**src/lodq_pkg.sv**
```systemverilog
// Shared types and constants for the level-of-detail request queue.
`default_nettype none
package lodq_pkg;
    localparam int QUEUE_DEPTH = 64;
    localparam int IDX_W = $clog2(QUEUE_DEPTH);
    localparam int CNT_W = $clog2(QUEUE_DEPTH + 1);
    localparam int COORD_W = 24;
    localparam int DIST_W = 50;

    localparam logic [2:0] FUNC_ADD = 3'd0;
    localparam logic [2:0] FUNC_REMOVE = 3'd1;
    localparam logic [2:0] FUNC_SORT_NEW = 3'd2;
    localparam logic [2:0] FUNC_SORT_LAST = 3'd3;
    localparam logic [2:0] FUNC_POLL = 3'd4;

    typedef enum logic [3:0] {
        ST_IDLE,
        ST_RM_READ,
        ST_RM_CHECK,
        ST_SHIFT_READ,
        ST_SHIFT_WRITE,
        ST_DIST_READ,
        ST_DIST_CALC,
        ST_DIST_WRITE,
        ST_INS_READ,
        ST_INS_CMP,
        ST_INS_MOVE,
        ST_INS_PLACE,
        ST_HEAD_READ,
        ST_HEAD_LATCH,
        ST_OUT
    } state_t;

    typedef struct packed {
        logic [15:0] node;
        logic [4:0] level;
        logic signed [COORD_W-1:0] cx;
        logic signed [COORD_W-1:0] cy;
        logic signed [COORD_W-1:0] cz;
    } entry_t;
endpackage
`default_nettype wire

```
**src/lodq_sq_unit.sv**
```systemverilog
// Shared squared-distance unit: one axis per cycle, accumulating the sum.
`default_nettype none
module lodq_sq_unit (
    input  wire logic clk,
    input  wire logic rst_n,
    input  wire logic start,
    input  wire logic signed [lodq_pkg::COORD_W-1:0] a,
    input  wire logic signed [lodq_pkg::COORD_W-1:0] b,
    output logic [lodq_pkg::DIST_W-1:0] sum
);
    localparam int MW = lodq_pkg::COORD_W + 1;

    logic [MW-1:0] mag_reg;
    logic [MW-1:0] mag_next;
    logic signed [MW-1:0] diff;
    logic [lodq_pkg::DIST_W-1:0] sq;
    logic [lodq_pkg::DIST_W-1:0] sum_reg;

    assign diff = MW'(a) - MW'(b);
    assign mag_next = diff[MW-1] ? MW'(-diff) : diff;
    assign sq = lodq_pkg::DIST_W'(mag_reg) * lodq_pkg::DIST_W'(mag_reg);
    assign sum = sum_reg;

    // The square of the previous axis is added while the next difference forms.
    always_ff @(posedge clk or negedge rst_n)
    begin
        if (!rst_n)
        begin
            mag_reg <= '0;
            sum_reg <= '0;
        end
        else
        begin
            mag_reg <= mag_next;
            if (start)
                sum_reg <= '0;
            else
                sum_reg <= sum_reg + sq;
        end
    end
endmodule
`default_nettype wire

```
**config.mk**
```make
export PLATFORM = sky130hd
export DESIGN_NAME = lodq_sq_unit
export DESIGN_NICKNAME = d
export VERILOG_FILES = /design/src/lodq_pkg.sv /design/src/lodq_sq_unit.sv
export SDC_FILE = /design/constraint.sdc
export NUM_CORES = 1
export LEC_CHECK = 0
export ABC_AREA = 1
export BUFFER_PORTS_ARGS = -buffer_cell sky130_fd_sc_hd__buf_2
export CORE_MARGIN = 10
export CORE_UTILIZATION = 55
export CTS_CLUSTER_SIZE = 10
export DETAILED_ROUTE_END_ITERATION = 12
export PLACE_DENSITY = 0.72
export SLEW_MARGIN = 20
export SYNTH_ARGS = -nofsm -noshare
export SYNTH_HDL_FRONTEND = slang
export SYNTH_SLANG_ARGS = --single-unit
```
**constraint.sdc**
```tcl
create_clock -name clk -period 11.09 [get_ports clk]
set_input_delay 0.5545 -clock clk [delete_from_list [all_inputs] [get_ports clk]]
set_output_delay 0.5545 -clock clk [all_outputs]
set_load 0.1 [all_outputs]
```
==> results_dict.tcl, run 1 <==
set metrics [dict create \
    cts-root-buf "clkbuf_16" \
    grt_max_degree 74 \
    worst_path_most_repeated_cell "fa_1" \
    max_slew_margin_pct 31.1 \
    status "finished, final reports clean" \
    synth_flop_cell "dfrtp_1" \
    drt_pass1_iterations 8 \
    yosysWarnings 0 \
    fillers 3996 \
    use_met3_pct 2.76 \
    cts_tree "built" \
    fmax_mhz 137 \
    drive_above_1_share_pct 5.28 \
    syn_inst 3151 \
    ys_seq_area_share_pct 7.64 \
    fp.dieW_um 231 \
    tightest_slew_ns 1.03 \
    cp.buffers_inverters 6 \
    met2_usage_pct 44.1 \
    cp_top_family "adder cells" \
    antenna_left 0 \
    critPathCaptureType "flip-flop" \
    hold_violations 0 \
    cts.path.max_buffers 2 \
    setup_viol 0 \
    required_ns 11.33 \
    rsz0062_at_grt "false" \
    worst_path_largest_cell_delay_ns 0.80 \
    clock_skew_ns 0.00891 \
    start_util_pct 55.6 \
    ys_async_sr_fraction_pct 100 \
    antenna_cells 0 \
    mostFrequentLayoutCell "inv_1" \
    min_period_ns 7.30 \
    syn_to_final_growth_pct 5.95 \
    multiInputGateArea_um2 18400 \
    crit_type "flip-flop to flip-flop" \
    synth_nets 3929 \
    drt_iter0_drc 1320 \
    hold_path.startpoint "b[0]" \
    cp-start-kind "flip-flop" \
    cap_violations 0 \
    reg2reg_from "mag_reg[11]" \
    synth-seq-cells 75 \
    clk_pin_slew_worst_paths_ns 0.06 \
    synth_edf_count 0 \
    synth.avg_cell_area_um2 7.80 \
    gp_congestion 0.987 \
    ys_types 35 \
    antenna_found_initial 1 \
    grt_overflow 0 \
    top_usage_layer "met2" \
    wire_per_inst_um 16.6 \
    grt_pass1_wl_um 107000 \
    dpl.hpwl_um 53900 \
    vias 19394 \
    die_h_um 231 \
    fp.coreArea_um2 44200 \
    drc 0 \
    crit_fanout 17 \
    grt_use_met1_pct 32.2 \
    fin_crit_sh_pct 65.8 \
    setup_tns_ns 0 \
    fin_nets 3991 \
    maxSlewViolCount 0 \
    netlist_area_um2 24600 \
    cts.sinks 75 \
    dieArea_um2 53500 \
    post_cts_resized 0 \
    final_cell_mix "inv_1 (1,061), nand2_1 (642), fa_1 (516), ha_1 (211), nor2_1 (165)" \
    largest_reg_flops 50 \
    portBuffers 100 \
    slowest_stage "dfrtp_1" \
    clock_latency_ns 0.35 \
    grt_pass1_vias 21212 \
    hp-class "primary input to flip-flop" \
    vias_per_cell 5.09 \
    core.rowCount 77 \
    crit_arrival_ns 7.55 \
    htree_levels 3 \
    cts_buffers 9 \
    gr-usage-all-layers_pct 25.0 \
    ios 101 \
    crit_start "mag_reg[11]" \
    regArea_um2 1880 \
    drt_wl_total_um 63400 \
]
## synth_stat cells (all sizes together), types with 3 or more instances
master | count | area, um2
ha | 211 | 2640
nand3b | 7 | 52.6
inv | 1061 | 3980
nand2 | 651 | 2470
nand4 | 12 | 75.1
a21o | 11 | 82.6
fa | 516 | 10300
dfrtp | 75 | 1880
clkbuf | 73 | 274
nor4 | 4 | 25.0
a31oi | 11 | 68.8
nand3 | 79 | 410
nor2 | 173 | 674
o21bai | 16 | 120
o21ai | 72 | 368
buf | 4 | 37.5
xor2 | 32 | 288
a21oi | 103 | 519
or2 | 3 | 18.8
nor3 | 12 | 60.1
xnor2 | 18 | 158
## worst min-delay path: stages
cell   delay [ns]
buf_2        0.08
ha_1         0.16
inv_1        0.05
## metal layers
metal	vias to the layer above	part of all wire, %
li1	9085	-
met1	9539	41
met5	-	0
met4	0	2.7
met3	106	5.8
met2	664	50
## logic make-up (layout without fill, tap and decap cells)
| kind of cell | count (synthesis) | after routing | synth area share (%) |
|---|---|---|---|
| buf+inv | 1138 | 1205 | 17.5 |
| flops | 75 | 75 | 7.64 |
| xor+xnor | 50 | 50 | 1.81 |
| fa+ha+maj | 727 | 727 | 52.8 |
| compound gates | 219 | 219 | 4.90 |
| simple gates | 942 | 942 | 15.4 |
## layout make-up
| cell class | count | area share, % |
|---|---|---|
| clock buffers | 10 | 0.918 |
| clock inverters | 6 | 0.283 |
| inverters | 1061 | 15.3 |
| multi-input cells | 1938 | 70.7 |
| flip-flops and latches | 75 | 7.21 |
| well taps | 592 | 2.84 |
| repair buffers | 128 | 2.76 |
## worst paths after layout
check | to | slack (ns) | cells past startpoint
worst max-delay path | sum[46] | 3.79 | 25
worst min-delay path | mag_reg[0] | 0.52 | 3
max in group asynchronous | sum[29] | 9.69 | 3
min in group asynchronous | mag_reg[0] | 0.53 | 2
worst max register to register | sum[46] | 3.79 | 25
worst min register to register | sum[0] | 0.62 | 3
## through the flow
step	cell area (um2)	std cells	setup slack, ns	util, %	hold WS [ns]
floorplan	24600	3151	4.89	-	0.259
global placement	25700	3793	3.90	58.2	0.347
detailed placement	25700	3793	3.85	58.2	0.347
global route	26000	3810	3.39	58.9	0.531
CTS	26000	3810	3.82	58.9	0.510
finish	26000	3810	3.79	58.9	0.522
## timing repair
action	4_1_cts	5_1_grt
setup buffers	0	0
endpoints found under the hold margin	2	0
hold buffers	1	0
Power of run 1 is left out: the tool's default activity adds up to more than one toggle a clock period on the data nets, which glitch-free logic cannot reach.
==> inputs of run 2 (changes only) <==
PLACE_DENSITY = 0.75   (was 0.72)
clock period = 6.7 ns   (was 11.09 ns; I/O delays follow)
==> results_dict.tcl, run 2 (synthesis gave the netlist of run 1 again) <==
set metrics [dict create \
    worst_path_largest_cell_delay_ns 0.61 \
    antenna_found_initial 0 \
    met2_usage_pct 42.2 \
    grt_overflow 0 \
    tightest_slew_ns 1.07 \
    drc 0 \
    cp.buffers_inverters 7 \
    slowest_stage "fa_1" \
    cp_top_family "adder cells" \
    hp-class "primary input to flip-flop" \
    fin_area_um2 27700 \
    grt_max_degree 69 \
    portBuffers 100 \
    cp-start-kind "flip-flop" \
    antenna_cells 0 \
    cts.path.max_buffers 2 \
    crit_end "sum[49]" \
    top_usage_layer "met2" \
    rsz0062_at_grt "true" \
    multiInputGateArea_um2 18600 \
    r2r_cells 24 \
    fin_nets 4141 \
    dpl_cell_area_um2 27000 \
    fin_crit_sh_pct 96.2 \
    setup_viol 0 \
    max_slew_margin_pct 28.4 \
    path_depth 24 \
    fillers 3782 \
    start_util_pct 55.6 \
    cts-root-buf "clkbuf_16" \
    gr-usage-all-layers_pct 24.5 \
    use_met3_pct 3.24 \
    critPathCaptureType "flip-flop" \
    fmax_mhz 155 \
    rrSetupSlack_ns 0.25 \
    crit_fanout 8 \
    grt_use_met1_pct 32.4 \
    crit_arrival_ns 6.66 \
    fp.dieW_um 231 \
    vias 19625 \
    clock_skew_ns 0.0149 \
    reg2reg_from "mag_reg[6]" \
    hold_violations 0 \
    regArea_um2 1890 \
    required_ns 6.92 \
    path_cells "buf_4, nand2_1, inv_1, fa_1, fa_1, fa_1, inv_1, fa_1, inv_1, fa_1, fa_1, inv_1, fa_1, inv_1, ha_2, nand2_1, buf_4, nor2_2, nand4_1, nor4_1, nand2_1, nand3_1, xor2_1, nor2_1" \
    grt_pass1_wl_um 106000 \
    cts_buffers 9 \
    antenna_left 0 \
    crit_start "mag_reg[6]" \
    syn_to_final_growth_pct 12.6 \
    largest_reg_flops 50 \
    setup_tns_ns 0 \
    drt_wl_total_um 62600 \
    die_h_um 231 \
    worst_path_most_repeated_cell "fa_1" \
    mostFrequentLayoutCell "inv_1" \
    min_period_ns 6.45 \
    wire_per_inst_um 15.8 \
    dpl.hpwl_um 53600 \
    crit_type "flip-flop to flip-flop" \
    status "finished, final reports clean" \
    r2r-end "sum[49]" \
    vias_per_cell 4.96 \
    gp_congestion 0.955 \
    htree_levels 3 \
    final_cell_mix "inv_1 (1,060), nand2_1 (641), fa_1 (515), ha_1 (204), nor2_1 (156)" \
    clk_pin_slew_worst_paths_ns 0.07 \
    maxSlewViolCount 0 \
    cap_violations 0 \
    cts.sinks 75 \
    grt_pass1_vias 21167 \
    dieArea_um2 53500 \
    drt_pass1_iterations 5 \
    drive_above_1_share_pct 10.9 \
    core.rowCount 77 \
    clock_latency_ns 0.36 \
    cts_tree "built" \
    drt_iter0_drc 1338 \
    ios 101 \
    fp.coreArea_um2 44200 \
]
[run 2: changes by cell type in the layout (fill, tap and decap cells not counted), sizes merged]
cell	delta
inv	+2
clkinvlp	-1
buf	+149
[run 2: worst min-delay path, delay by kind of cell]
kind | cells | cell delay (ns)
adders and majority gates | 1 | 0.15
buffers and inverters | 2 | 0.12
[run 2: layout make-up]
class                           count  area share (%)
Clock inverter                      7           0.303
Timing Repair Buffer              278            7.87
Sequential cell                    75            6.83
Multi-Input combinational cell   1938            67.1
Tap cell                          592            2.68
Clock buffer                        9           0.814
Inverter                         1061            14.4
[run 2: what timing repair did]
action                                 in CTS  in global routing
hold buffers                                1                  0
gates resized for setup                     0                 61
setup endpoints to repair                   0                 34
setup buffers                               0                 11
endpoints found under the hold margin       7                  0
[run 2: per-stage QoR]
stage          std cells  worst slack (ns)  hold WS, ns  utilization [%]
5_1_grt             3960           -0.0312        0.326             62.6
6_report            3960             0.255        0.291             62.6
2_1_floorplan       3151             0.498       0.0394                -
4_1_cts             3948            0.0125        0.293             61.8
3_3_place_gp        3931             0.140        0.160             61.1
3_5_place_dp        3931            0.0348        0.160             61.1
[run 2: worst min-delay path by stage]
stage	from	end	cells after the start
after global placement	rst_n	sum[1]	1
after CTS	b[0]	mag_reg[0]	3
after detailed placement	rst_n	sum[0]	1
after floorplan	rst_n	mag_reg[0]	0
final	b[0]	mag_reg[0]	3
after global routing	b[0]	mag_reg[0]	3
[run 2: routing by layer]
metal,share of wire (%),vias up,wire [um]
li1,-,9373,-
met1,42,9547,26000
met2,49,612,30700
met3,7.0,93,4370
met4,2.3,0,1450
met5,0,-,0
Power of run 2 is left out for the same reason.
